[config.mk]
export PLATFORM = sky130hd
export DESIGN_NAME = hsg_queue
export DESIGN_NICKNAME = d
export VERILOG_FILES = /design/src/hw/rtl/hsg_pkg.sv /design/src/hw/rtl/hsg_queue.sv
export SDC_FILE = /design/constraint.sdc
export NUM_CORES = 1
export LEC_CHECK = 0
export BUFFER_PORTS_ARGS = -buffer_cell sky130_fd_sc_hd__buf_2
export CORE_AREA = 2 2 103 105
export DETAILED_ROUTE_END_ITERATION = 10
export DIE_AREA = 0 0 105 107
export PLACE_DENSITY = 0.66
export SYNTH_ARGS = -nofsm -noshare
export SYNTH_HDL_FRONTEND = slang
export SYNTH_SLANG_ARGS = --single-unit
[constraint.sdc]
create_clock -name clk -period 2.64 [get_ports clk]
set_input_delay 0.528 -clock clk [delete_from_list [all_inputs] [get_ports clk]]
set_output_delay 0.528 -clock clk [all_outputs]
set_load 0.005 [all_outputs]
[src/hw/rtl/hsg_pkg.sv]
// Shared types, constants and register map for the height stability gate.
// No dependencies; every other file imports this package.
`timescale 1ns / 1ps

package hsg_pkg;

  localparam int NOW_W      = 32;
  localparam int SAMPLE_W   = 13;
  localparam int HEIGHT_W   = 12;
  localparam int TOL_W      = 10;
  localparam int MS_W       = 16;
  localparam int STATUS_W   = 3;
  localparam int CFG_ADDR_W = 5;
  localparam int CFG_DATA_W = 32;

  localparam int TIME_WIDTH_DEF  = 32;
  localparam int QUEUE_DEPTH_DEF = 2;

  localparam logic [SAMPLE_W-1:0] MAX_DISTANCE_MM = 13'd2000;

  localparam logic [HEIGHT_W-1:0] PILLAR_RST   = 12'd1980;
  localparam logic [HEIGHT_W-1:0] MIN_RST      = 12'd1000;
  localparam logic [HEIGHT_W-1:0] MAX_RST      = 12'd1980;
  localparam logic [TOL_W-1:0]    TOL_RST      = 10'd20;
  localparam logic [MS_W-1:0]     WINDOW_RST   = 16'd3000;
  localparam logic [MS_W-1:0]     COOLDOWN_RST = 16'd5000;

  typedef enum logic [2:0] {
    REG_PILLAR   = 3'd0,
    REG_MIN      = 3'd1,
    REG_MAX      = 3'd2,
    REG_TOL      = 3'd3,
    REG_WINDOW   = 3'd4,
    REG_COOLDOWN = 3'd5
  } reg_idx_t;

  typedef enum logic [STATUS_W-1:0] {
    ST_COOLDOWN = 3'd0,
    ST_INVALID  = 3'd1,
    ST_START    = 3'd2,
    ST_RESET    = 3'd3,
    ST_BUILDING = 3'd4,
    ST_FIRED    = 3'd5
  } status_t;

  typedef struct packed {
    logic [HEIGHT_W-1:0] pillar;
    logic [HEIGHT_W-1:0] min_h;
    logic [HEIGHT_W-1:0] max_h;
    logic [TOL_W-1:0]    tol;
    logic [MS_W-1:0]     window;
    logic [MS_W-1:0]     cooldown;
  } cfg_t;

  // Classified tick handed from front to back
  typedef struct packed {
    logic [NOW_W-1:0]    now_ms;
    logic                ok;
    logic [HEIGHT_W-1:0] height;
  } item_t;

endpackage

[src/hw/rtl/hsg_queue.sv]
// Short FIFO of classified ticks between front and back stages.
// Depends on hsg_pkg for item_t.
`timescale 1ns / 1ps

module hsg_queue import hsg_pkg::*; #(
  parameter int DEPTH = QUEUE_DEPTH_DEF
) (
  input  logic  clk,
  input  logic  rst_n,
  input  logic  push_valid,
  output logic  push_ready,
  input  item_t push_data,
  output logic  pop_valid,
  input  logic  pop_ready,
  output item_t pop_data
);

  localparam int IDX_W = $clog2(DEPTH);
  localparam int CNT_W = $clog2(DEPTH + 1);
  localparam logic [IDX_W-1:0] LAST = IDX_W'(DEPTH - 1);

  item_t            mem_r [DEPTH];
  logic [IDX_W-1:0] wr_ptr_r, rd_ptr_r;
  logic [CNT_W-1:0] count_r;
  logic             do_push, do_pop;

  assign push_ready = (count_r != CNT_W'(DEPTH));
  assign pop_valid  = (count_r != '0);
  assign pop_data   = mem_r[rd_ptr_r];
  assign do_push    = push_valid && push_ready;
  assign do_pop     = pop_valid && pop_ready;

  always_ff @(posedge clk) begin
    if (!rst_n) begin
      wr_ptr_r <= '0;
      rd_ptr_r <= '0;
      count_r  <= '0;
    end else begin
      if (do_push) wr_ptr_r <= (wr_ptr_r == LAST) ? '0 : wr_ptr_r + 1'b1;
      if (do_pop)  rd_ptr_r <= (rd_ptr_r == LAST) ? '0 : rd_ptr_r + 1'b1;
      if (do_push && !do_pop)      count_r <= count_r + 1'b1;
      else if (do_pop && !do_push) count_r <= count_r - 1'b1;
    end
  end

  always_ff @(posedge clk) begin
    if (do_push) begin
      mem_r[wr_ptr_r] <= push_data;
    end
  end

endmodule

### Word-level counts from Yosys, hierarchy flattened

Memory sizes are Yosys's and may differ from the RTL's. A register that Yosys moved wholly into a read port is not among the register bits.
Index checks and enable logic that the tools add are counted.

| operators by class | value |
|---|---|
| add/sub/neg operators | 4 |
| equality and inequality tests | 1 |
| mux-type cells | 8 |
| reduce and logical (&&, ||, !) cells | 8 |

Operators with widths:

| operator | count |
|---|---|
| $mux 1 | 6 |
| $logic_and 1x1->1 | 4 |
| $mux 2 | 2 |
| $reduce_bool 2->1 | 2 |
| $add 1x1->1 const B | 2 |
| $add 2x1->2 const B | 1 |
| $logic_not 1->1 | 2 |
| $ne 2x2->1 const B | 1 |
| $sub 2x1->2 const B | 1 |

| word-level totals | value |
|---|---|
| flip-flop bits (word level) | 4 |
| memory bits (writable) | 90 |
| input bits | 49 |
| output and inout port bits | 47 |
| word-level logic and storage cells | 25 |
| memories | 1 |

Memory list:

| memory | depth | bits a word | rd ports | clocked after memory_dff | wr ports | RTL line | RTL |
|---|---|---|---|---|---|---|---|
| mem_r | 2 | 45 | 1 | 1 | 1 | hsg_queue.sv:22 | `item_t mem_r [DEPTH];` |

### Longest topological paths before layout

| depth | value |
|---|---|
| word-level depth | 6 |
| mapped depth | 6 |

### Least setup slack after synthesis

No wires, ideal clock.

| path | value |
|---|---|
| path type | reg-to-reg |
| from | register count_r[0] |
| to | memory mem_r[1][0] (netlist bit) (enable) |
| library setup time | 0.407 ns |
| arrival time | 1.686 ns |
| slack | 0.547 ns |
| cell stages (with the launch flop) | 3 |
| buffers on the path | 0 |
| period minus slack after synthesis | 2.093 ns |
| path through | dfxtp_1 -> nand2b_4 -> and3_1 |

| between the ends | value |
|---|---|
| word-level cells in the longest chain between the ends | 4 |

RTL lines:

| what | RTL line | RTL |
|---|---|---|
| start, declared | hsg_queue.sv:24 | `logic [CNT_W-1:0] count_r;` |
| start signal, assigned | hsg_queue.sv:41 | `if (do_push && !do_pop) count_r <= count_r + 1'b1;` |
| start signal, assigned | hsg_queue.sv:42 | `else if (do_pop && !do_push) count_r <= count_r - 1'b1;` |
| $ne 2x2->1 | hsg_queue.sv:27 | `assign push_ready = (count_r != CNT_W'(DEPTH));` |
| via push_ready | hsg_queue.sv:11 | `output logic push_ready,` |
| $logic_and 1x1->1 | hsg_queue.sv:30 | `assign do_push = push_valid && push_ready;` |
| $mux 1 | hsg_queue.sv:47 | `if (do_push) begin` |
| $mux 1 (not written as such) | hsg_queue.sv:48 | `mem_r[wr_ptr_r] <= push_data;` |
| end, declared | hsg_queue.sv:22 |  |

The timed path passes the listed nets, and every way through them passes these cells.

==> metrics.md <==
| Metric | Value |
|---|---|
| Largest net degree at the start of global routing | `27` |
| Simple-gate area share of the yosys netlist | `1.87%` |
| Final Worst Setup Slack | `0.553 ns` |
| Die Span X | `105 um` |
| GRT overflow | `0` |
| Die height | `107 um` |
| Status | `completed` |
| Worst EP arrival | `1.56 ns` |
| Post-synthesis mux area share | `14.6%` |
| Clock sinks | `95` |
| Final Util | `42.8%` |
| Least-Margin Pin Slew | `0.481 ns` |
| Root Driver | `clkbuf_8` |
| Worst Min Path Start | `push_data[11]` |
| Worst clock skew | `0.0119 ns` |
| 1st-pass router iterations | `4` |
| CP cell instances | `buf_4, mux2_2, buf_2` |
| Crit-path max cell delay | `0.40 ns` |
| Bufs on Longest Clock Path | `2` |
| H-Tree Depth | `3` |
| WL final | `5.90 mm` |
| Fin. max-slew vios | `0` |
| Antenna Cells | `0` |
| R2r startpoint | `count_r[0]` |
| Nets | `320` |
| Dominant cell type by area after synthesis | `edfxtp_1` |
| Post-Synthesis Cells | `164` |
| Cells after DPL | `395` |
| CP Launch Type | `flip-flop` |
| CP Buf/Inv Count | `2` |
| Adder-cell share of the synthesized area | `0.360%` |
| Via density per instance | `4.34` |
| Critical path type | `reg -> out` |
| Power after layout | `3.68 mW` |
| Gates resized, CTS repair | `0` |
| Cell family with most CP delay | `buffers and inverters` |
| Compound-Gate Fraction of Synth Area | `1.01%` |
| Slowest CP cell | `mux2_2` |
| Antenna-violating nets left | `0` |
| Most frequent cells in the layout | `buf_2, edfxtp_1, mux2_2` |
| Place WS | `0.875 ns` |
| Final setup TNS | `0 ns` |
| Initial Util | `34.5%` |
| P_leak | `1.59 nW` |
| DR DRC count | `0` |
| Worst EP required | `2.11 ns` |
| IO Port Bufs | `95` |
| CP Max Fanout | `26` |
| Yosys reg bits | `95` |
| Final hold slack | `0.366 ns` |
| Post-Synth XOR/XNOR Area | `0.756%` |
| Synth cell types | `19` |
| Ys Warns | `0` |
| Die Area | `11200 um2` |
| CTS buffer count | `9` |
| Cell Area, Synth | `3480 um2` |
| Maxcap violations | `0` |
| Placed cell area | `4150 um2` |
| Worst skew pair latency | `0.35 ns` |
| Yosys top cell area share | `77.7%` |
| Initial antenna violation count | `0` |
| Most common cell after layout, fill and taps aside | `buf_2` |
| Area contributors post-synth | `edfxtp_1, mux2_2, dfxtp_1, and2_1, buf_2` |
| GPL Wtd Cong | `0.655` |
| Fin. Hold Viols | `0` |
| Slew headroom | `67.9%` |
| Clock slew seen by the registers of the worst setup and hold paths | `0.09 ns` |
| Max VDD drop | `343 uV` |
| Final setup violation count | `0` |
| Area Overhead vs Synth | `24.1%` |
| Post-CTS Hold Fix Bufs | `0` |
| Fmax achieved | `479 MHz` |
| I/O pin count | `96` |
| RSZ-0062 raised after global routing | `no` |
| Num rows | `37` |
| DP HPWL | `3.87 mm` |
| Final min period | `2.09 ns` |
| Seq/Total Area, Yosys | `80.6%` |
| Pwr Density | `853 nW/um2` |
| Largest family of logic cells by synthesized area | `multiplexers` |
| Fraction of layout cells with a size suffix above 1 | `60.0%` |
| CP Capture Type | `primary output` |
| Syn_nets | `214` |
| Total core area | `10100 um2` |
| Total setup buffers inserted after CTS | `0` |
| CTS tree | `done` |
| Gr usage total | `11.0%` |
| Syn avg cell area | `21.2 um2` |
| HP Class | `in -> reg` |
| Routed via count | `1783` |
| First-pass GRT wire length | `9.25 mm` |
| Final instance area | `4320 um2` |
| Initial DRC count | `30` |
| Routed wire per std cell | `14.4 um` |
| Fin cells | `411` |
| Tcrit/Tclk final | `79.0%` |
| Vias in the first global route | `1834` |
worst paths after layout:
path                                     end  slack, ns  cells after the start
worst max-delay path            pop_data[24]       0.55                      3
worst min-delay path            mem_r[0][11]       0.37                      1
worst max register to register   mem_r[1][0]       0.95                      3
worst min register to register    count_r[1]       0.58                      2
Yosys cell counts (all sizes together):
| cell type | number |
|---|---|
| a21boi | 2 |
| or3 | 1 |
| ha | 1 |
| xnor2 | 2 |
| o21ai | 2 |
| edfxtp | 90 |
| and2 | 4 |
| inv | 1 |
| dfxtp | 5 |
| xor2 | 1 |
| and3 | 1 |
| a21bo | 1 |
| nand2b | 1 |
| buf | 5 |
| mux2 | 45 |
| nand3b | 1 |
| or2 | 1 |
registers in the layout, indices dropped and copies added, names as in the netlist, named ones only:
signal and flops:
rd_ptr_r 1, mem_r 90, count_r 2, wr_ptr_r 1
cell families after synthesis:
family	after synthesis
AOI/OAI and AO/OA	5
and+or+nand+nor	9
DFF	95
adders and majority gates	1
xor gates and xnor gates	3
muxes	45
buffers and inverters	6
cell type report:
class	instances	area [um2]
clock buffer	11	131
clock inverter	5	33.8
fill	962	5780
inverter	1	3.75
multi-input combinational	63	647
sequential	95	2800
tap	136	170
timing repair buffer	100	526
per-layer routing:
| metal | up-vias | routed length [um] | global-route usage [%] |
|---|---|---|---|
| li1 | 847 | - | - |
| met1 | 868 | 2520 | 13.5 |
| met2 | 59 | 2940 | 17.7 |
| met3 | 9 | 341 | 3.28 |
| met4 | 0 | 107 | 5.71 |
| met5 | - | 0 | 0 |
power breakdown:
| part | total (mW) | switching, mW | leakage [nW] | internal, mW |
|---|---|---|---|---|
| Sequential | 1.94 | 0.0554 | 0.882 | 1.88 |
| Clock | 0.811 | 0.468 | 0.0797 | 0.343 |
| Combinational | 0.933 | 0.436 | 0.629 | 0.496 |
Note: power is estimated with default switching activity, not from simulation.
