`src/hw/rtl/hsg_pkg.sv`:
```
// Shared types, constants and register map for the height stability gate.
// No dependencies; every other file imports this package.
`timescale 1ns / 1ps

package hsg_pkg;

  localparam int NOW_W      = 32;
  localparam int SAMPLE_W   = 13;
  localparam int HEIGHT_W   = 12;
  localparam int TOL_W      = 10;
  localparam int MS_W       = 16;
  localparam int STATUS_W   = 3;
  localparam int CFG_ADDR_W = 5;
  localparam int CFG_DATA_W = 32;

  localparam int TIME_WIDTH_DEF  = 32;
  localparam int QUEUE_DEPTH_DEF = 2;

  localparam logic [SAMPLE_W-1:0] MAX_DISTANCE_MM = 13'd2000;

  localparam logic [HEIGHT_W-1:0] PILLAR_RST   = 12'd1980;
  localparam logic [HEIGHT_W-1:0] MIN_RST      = 12'd1000;
  localparam logic [HEIGHT_W-1:0] MAX_RST      = 12'd1980;
  localparam logic [TOL_W-1:0]    TOL_RST      = 10'd20;
  localparam logic [MS_W-1:0]     WINDOW_RST   = 16'd3000;
  localparam logic [MS_W-1:0]     COOLDOWN_RST = 16'd5000;

  typedef enum logic [2:0] {
    REG_PILLAR   = 3'd0,
    REG_MIN      = 3'd1,
    REG_MAX      = 3'd2,
    REG_TOL      = 3'd3,
    REG_WINDOW   = 3'd4,
    REG_COOLDOWN = 3'd5
  } reg_idx_t;

  typedef enum logic [STATUS_W-1:0] {
    ST_COOLDOWN = 3'd0,
    ST_INVALID  = 3'd1,
    ST_START    = 3'd2,
    ST_RESET    = 3'd3,
    ST_BUILDING = 3'd4,
    ST_FIRED    = 3'd5
  } status_t;

  typedef struct packed {
    logic [HEIGHT_W-1:0] pillar;
    logic [HEIGHT_W-1:0] min_h;
    logic [HEIGHT_W-1:0] max_h;
    logic [TOL_W-1:0]    tol;
    logic [MS_W-1:0]     window;
    logic [MS_W-1:0]     cooldown;
  } cfg_t;

  // Classified tick handed from front to back
  typedef struct packed {
    logic [NOW_W-1:0]    now_ms;
    logic                ok;
    logic [HEIGHT_W-1:0] height;
  } item_t;

endpackage

```
`src/hw/rtl/hsg_cfg.sv`:
```
// APB-style register file holding the six gate settings.
// Depends on hsg_pkg for the register map and cfg_t.
`timescale 1ns / 1ps

module hsg_cfg import hsg_pkg::*; (
  input  logic                  clk,
  input  logic                  rst_n,
  input  logic                  psel,
  input  logic                  penable,
  input  logic                  pwrite,
  input  logic [CFG_ADDR_W-1:0] paddr,
  input  logic [CFG_DATA_W-1:0] pwdata,
  output logic [CFG_DATA_W-1:0] prdata,
  output logic                  pready,
  output cfg_t                  cfg
);

  cfg_t     cfg_r;
  reg_idx_t idx;
  logic     wr_en;

  assign idx    = reg_idx_t'(paddr[4:2]);
  assign wr_en  = psel && penable && pwrite;
  assign pready = 1'b1;
  assign cfg    = cfg_r;

  always_ff @(posedge clk) begin
    if (!rst_n) begin
      cfg_r.pillar   <= PILLAR_RST;
      cfg_r.min_h    <= MIN_RST;
      cfg_r.max_h    <= MAX_RST;
      cfg_r.tol      <= TOL_RST;
      cfg_r.window   <= WINDOW_RST;
      cfg_r.cooldown <= COOLDOWN_RST;
    end else if (wr_en) begin
      case (idx)
        REG_PILLAR:   cfg_r.pillar   <= pwdata[HEIGHT_W-1:0];
        REG_MIN:      cfg_r.min_h    <= pwdata[HEIGHT_W-1:0];
        REG_MAX:      cfg_r.max_h    <= pwdata[HEIGHT_W-1:0];
        REG_TOL:      cfg_r.tol      <= pwdata[TOL_W-1:0];
        REG_WINDOW:   cfg_r.window   <= pwdata[MS_W-1:0];
        REG_COOLDOWN: cfg_r.cooldown <= pwdata[MS_W-1:0];
        default: ;
      endcase
    end
  end

  always_comb begin
    case (idx)
      REG_PILLAR:   prdata = CFG_DATA_W'(cfg_r.pillar);
      REG_MIN:      prdata = CFG_DATA_W'(cfg_r.min_h);
      REG_MAX:      prdata = CFG_DATA_W'(cfg_r.max_h);
      REG_TOL:      prdata = CFG_DATA_W'(cfg_r.tol);
      REG_WINDOW:   prdata = CFG_DATA_W'(cfg_r.window);
      REG_COOLDOWN: prdata = CFG_DATA_W'(cfg_r.cooldown);
      default:      prdata = '0;
    endcase
  end

endmodule

```
`config.mk`:
```
export PLATFORM = sky130hd
export DESIGN_NAME = hsg_cfg
export DESIGN_NICKNAME = d
export VERILOG_FILES = /design/src/hw/rtl/hsg_pkg.sv /design/src/hw/rtl/hsg_cfg.sv
export SDC_FILE = /design/constraint.sdc
export NUM_CORES = 1
export LEC_CHECK = 0
export ABC_AREA = 1
export BUFFER_PORTS_ARGS = -buffer_cell sky130_fd_sc_hd__buf_2
export CAP_MARGIN = 5
export CELL_PAD_IN_SITES_DETAIL_PLACEMENT = 2
export CELL_PAD_IN_SITES_GLOBAL_PLACEMENT = 2
export CORE_ASPECT_RATIO = 1.1
export CORE_MARGIN = 2
export CORE_UTILIZATION = 28
export CTS_BUF_LIST = sky130_fd_sc_hd__clkbuf_4 sky130_fd_sc_hd__clkbuf_8
export DETAILED_ROUTE_END_ITERATION = 6
export PLACE_DENSITY_LB_ADDON = 0.12
export SYNTH_ARGS = -nofsm -noshare
export SYNTH_HDL_FRONTEND = slang
export SYNTH_SLANG_ARGS = --single-unit
```
`constraint.sdc`:
```
create_clock -name clk -period 2 [get_ports clk]
set_input_delay 0.4 -clock clk [delete_from_list [all_inputs] [get_ports clk]]
set_output_delay 0.4 -clock clk [all_outputs]
set_load 0.01 [all_outputs]
```
# ---- Word-level counts from Yosys, hierarchy flattened
# Index checks and enable logic that the tools add are counted.
# W data, S select, Z words.
dict set report word_totals {
  regBits 78
  out_inout_bits 111
  input_bits 42
  elab_cells 21
}
dict set report classes {
  reduce_logical 9
  n_eq_ne 5
  n_mux 1
}
# op n
set ops {}
lappend ops {{$pmux W16 S6} 1}
lappend ops {{$reduce_and A2 Y1} 6}
lappend ops {{$eq A3 B2 Y1 const B} 2}
lappend ops {{$eq A3 B3 Y1 const B} 2}
lappend ops {{$eq A3 B1 Y1 const B} 1}
lappend ops {{$logic_not A3 Y1} 1}
lappend ops {{$logic_and A1 B1 Y1} 2}

# ---- Depth between registers and ports, before layout
dict set report logic_depth {
  word_depth 3
  mapped_depth 9
  mapped_depth_nobuf 7
}

# ---- Worst setup path before layout
# OpenSTA, ideal clock, no wires.
dict set report synth_timing {
  path_type {input to output}
  startpoint {input port paddr[3]}
  endpoint {output port prdata[12]}
  setup_slack_ns 0.323
  required_ns 1.600
  cell_stages 7
  arrival_ns 1.277
  path_buffers 2
  cell_sequence {buf_2 > inv_2 > nand2_2 > nor2_2 > buf_4 > nand2_1 > o21ai_1}
}
dict set report synth_via {
  elab_chain_cells 2
  word_cells_on_any_way 7
  cone_classes {eq/ne: 5; mux: 1; reduce/logical: 1}
}
# item line
set synth_rtl {}
lappend synth_rtl {{start, declared} hsg_cfg.sv:11} ;# input logic [CFG_ADDR_W-1:0] paddr,
lappend synth_rtl {{$eq A3 B3 Y1 (tied with other cells)} hsg_cfg.sv:49} ;# case (idx)
lappend synth_rtl {{$pmux W16 S6 *} hsg_cfg.sv:49}
lappend synth_rtl {{end, declared} hsg_cfg.sv:13} ;# output logic [CFG_DATA_W-1:0] prdata,
# Every way passes the cells marked *; elsewhere a longest branch is shown, timed or not.

# ---- Worst setup path in the final report
dict set report layout_timing {
  startpoint {input port paddr[2]}
  endpoint {output port prdata[3]}
}
# The elaborated chain is that of the path after synthesis.

==> impl_metrics.env <==
export IMPL_final_cell_mix="nand2_1 (185), nor2_1 (125), buf_2 (117)"
export IMPL_async_flop_share=0
export IMPL_finalHoldViolCount=0
export IMPL_synth_edff_count=0
export IMPL_htree_levels=3
export IMPL_setup_slack_ns=0.0543
export IMPL_core_sq_um=13900
export IMPL_grt_overflow=0
export IMPL_num_vias=4389
export IMPL_yosysSeqAreaShare=0.393
export IMPL_place_ws_ns=0.0444
export IMPL_drtIter0Drc=153
export IMPL_synth_cell_types=21
export IMPL_fmax_mhz=514
export IMPL_final_period_utilization=0.973
export IMPL_startpoint_type="primary input"
export IMPL_cp_end_kind="output port"
export IMPL_routabilityCongestion=0.828
export IMPL_die_h_um=129
export IMPL_finalPower_mw=3.17
export IMPL_p_leak_nw=2.60
export IMPL_cts_tree="done"
export IMPL_final_nets=775
export IMPL_holdWs_ns=0.276
export IMPL_rsz0062_at_grt="false"
export IMPL_synth_warnings=0
export IMPL_fp_row_count=45
export IMPL_clk_root_buffer_cell="clkbuf_8"
export IMPL_area_delta_synth_final_pct=24.9
export IMPL_largest_reg_flops=78
export IMPL_setup_viol=0
export IMPL_drive_gt1_frac=0.238
export IMPL_synthesis_area_sq_um=3970
export IMPL_drc=0
export IMPL_n_antenna_cell=0
export IMPL_first_pass_iters=4
export IMPL_cp_max_fo=7
export IMPL_cap_violations=0
export IMPL_hp_class="primary input to register"
export IMPL_cts_sinks=78
export IMPL_power_density_nw_per_um2=639
export IMPL_clk_pin_slew_ns=0.07
export IMPL_maxSlewViolCount=0
export IMPL_fin_setup_tns_ns=0
export IMPL_grt_pass1_wl_mm=25.8
export IMPL_cts_buffers=9
export IMPL_vdd_drop_max_mv=0.256
export IMPL_fin_skew_ns=0
export IMPL_start_util=0.287
export IMPL_antenna_found_initial=0
export IMPL_crit_type="primary input to output port"
export IMPL_r2r_slack_ns=1.33
export IMPL_grt_max_degree=79
export IMPL_avgViaCountPerCell=4.75
export IMPL_design_die_area_sq_um=15100
export IMPL_wirelength_mm=16.5
export IMPL_final_common_cell="nand2_1"
export IMPL_synthFlopType="dfxtp_1"
export IMPL_die_w_um=118
export IMPL_clock_latency_ns=0.37
export IMPL_syn_inst=616
export IMPL_wire_per_inst_um=17.9
export IMPL_grt_pass1_vias=4597
export IMPL_num_io_pins=153
export IMPL_syn_avg_cell_area_sq_um=6.44
export IMPL_status="completed"
export IMPL_final_antenna_net_count=0
export IMPL_track_usage=0.223
export IMPL_cts_buffer_depth=2
export IMPL_timing_final_crit_period_ns=1.95
export IMPL_post_route_util=0.358
export IMPL_io_buffers=117
export IMPL_required_ns=1.60
export IMPL_place_hpwl_mm=12.3
export IMPL_ys_ff_latch=78
export IMPL_crit_arrival_ns=1.55
layer usage:
| metal | share of wire | vias to the layer above | track usage |
|---|---|---|---|
| met4 | 0.017 | 0 | 0.0801 |
| met1 | 0.44 | 2137 | 0.267 |
| met5 | 0 | - | 0 |
| met3 | 0.029 | 17 | 0.0341 |
| met2 | 0.52 | 95 | 0.408 |
| li1 | - | 2140 | - |
kinds of logic (layout without fill, tap and decap cells):
family / after synthesis / in the layout / synth area share
buffers and inverters: 99 / 204 / 0.122
AND/OR/NAND/NOR: 428 / 428 / 0.471
AO/OA/AOI/OAI: 9 / 9 / 0.0113
other: 2 / 17 / 0.00189
flip-flops: 78 / 78 / 0.393
timing repair:
action / in CTS / in global routing
gates resized for setup: 0 / 0
setup buffers: 0 / 2
setup endpoints to repair: 0 / 1
endpoints found under the hold margin: 0 / 0
hold buffers: 0 / 0
synth_stat cells, types with 2 or more instances:
master	count	area (sq um)
buf_2	13	65.1
o21ai_1	4	20.0
inv_1	42	158
nand3_4	2	35.0
conb_1	2	7.51
dfxtp_1	78	1560
clkbuf_1	8	30.0
buf_4	20	150
nand2_1	185	694
nor2_4	4	45.0
buf_6	3	33.8
nand3_1	73	365
inv_2	5	18.8
nor2_1	125	469
nand4_1	32	200
buf_1	8	30.0
nand2_2	2	12.5
o21ai_0	5	25.0
nor2_2	3	18.8
layout make-up:
class | count | area [sq um]
multi-input cells | 454 | 1980
inverters | 47 | 176
well taps | 188 | 235
clock buffers | 13 | 173
flip-flops and latches | 78 | 1560
fillers | 1743 | 8890
repair buffers | 143 | 828
clock inverters | 1 | 5.00
critical path, stage by stage:
cell and delay [ns]:
buf_2 0.17, inv_2 0.16, nand2_2 0.11, nor2_4 0.23, nand2_1 0.11, nand2_1 0.10, inv_1 0.05, nand2_1 0.09
buf_2 0.14
worst paths after layout:
check,from,to,cells past startpoint
worst max-delay path,paddr[2],prdata[3],9
worst min register to register,cfg[63],cfg[63],2
worst min-delay path,pwdata[11],cfg[27],3
worst max register to register,cfg[8],cfg[8],2
per-stage QoR:
step / cell area (sq um) / instances
2_1_floorplan: 4030 / 631
5_1_grt: 4960 / 924
6_report: 4960 / 924
4_1_cts: 4950 / 922
3_5_place_dp: 4770 / 908
3_3_place_gp: 4770 / 908
power breakdown:
| group | leakage, nW | switching [mW] | internal [mW] |
|---|---|---|---|
| clock network | 0.0948 | 0.595 | 0.552 |
| logic | 1.87 | 0.297 | 0.134 |
| registers | 0.631 | 0.0186 | 1.57 |
| total | 2.60 | 0.911 | 2.26 |
No activity file was read; power rests on OpenSTA's default activity.
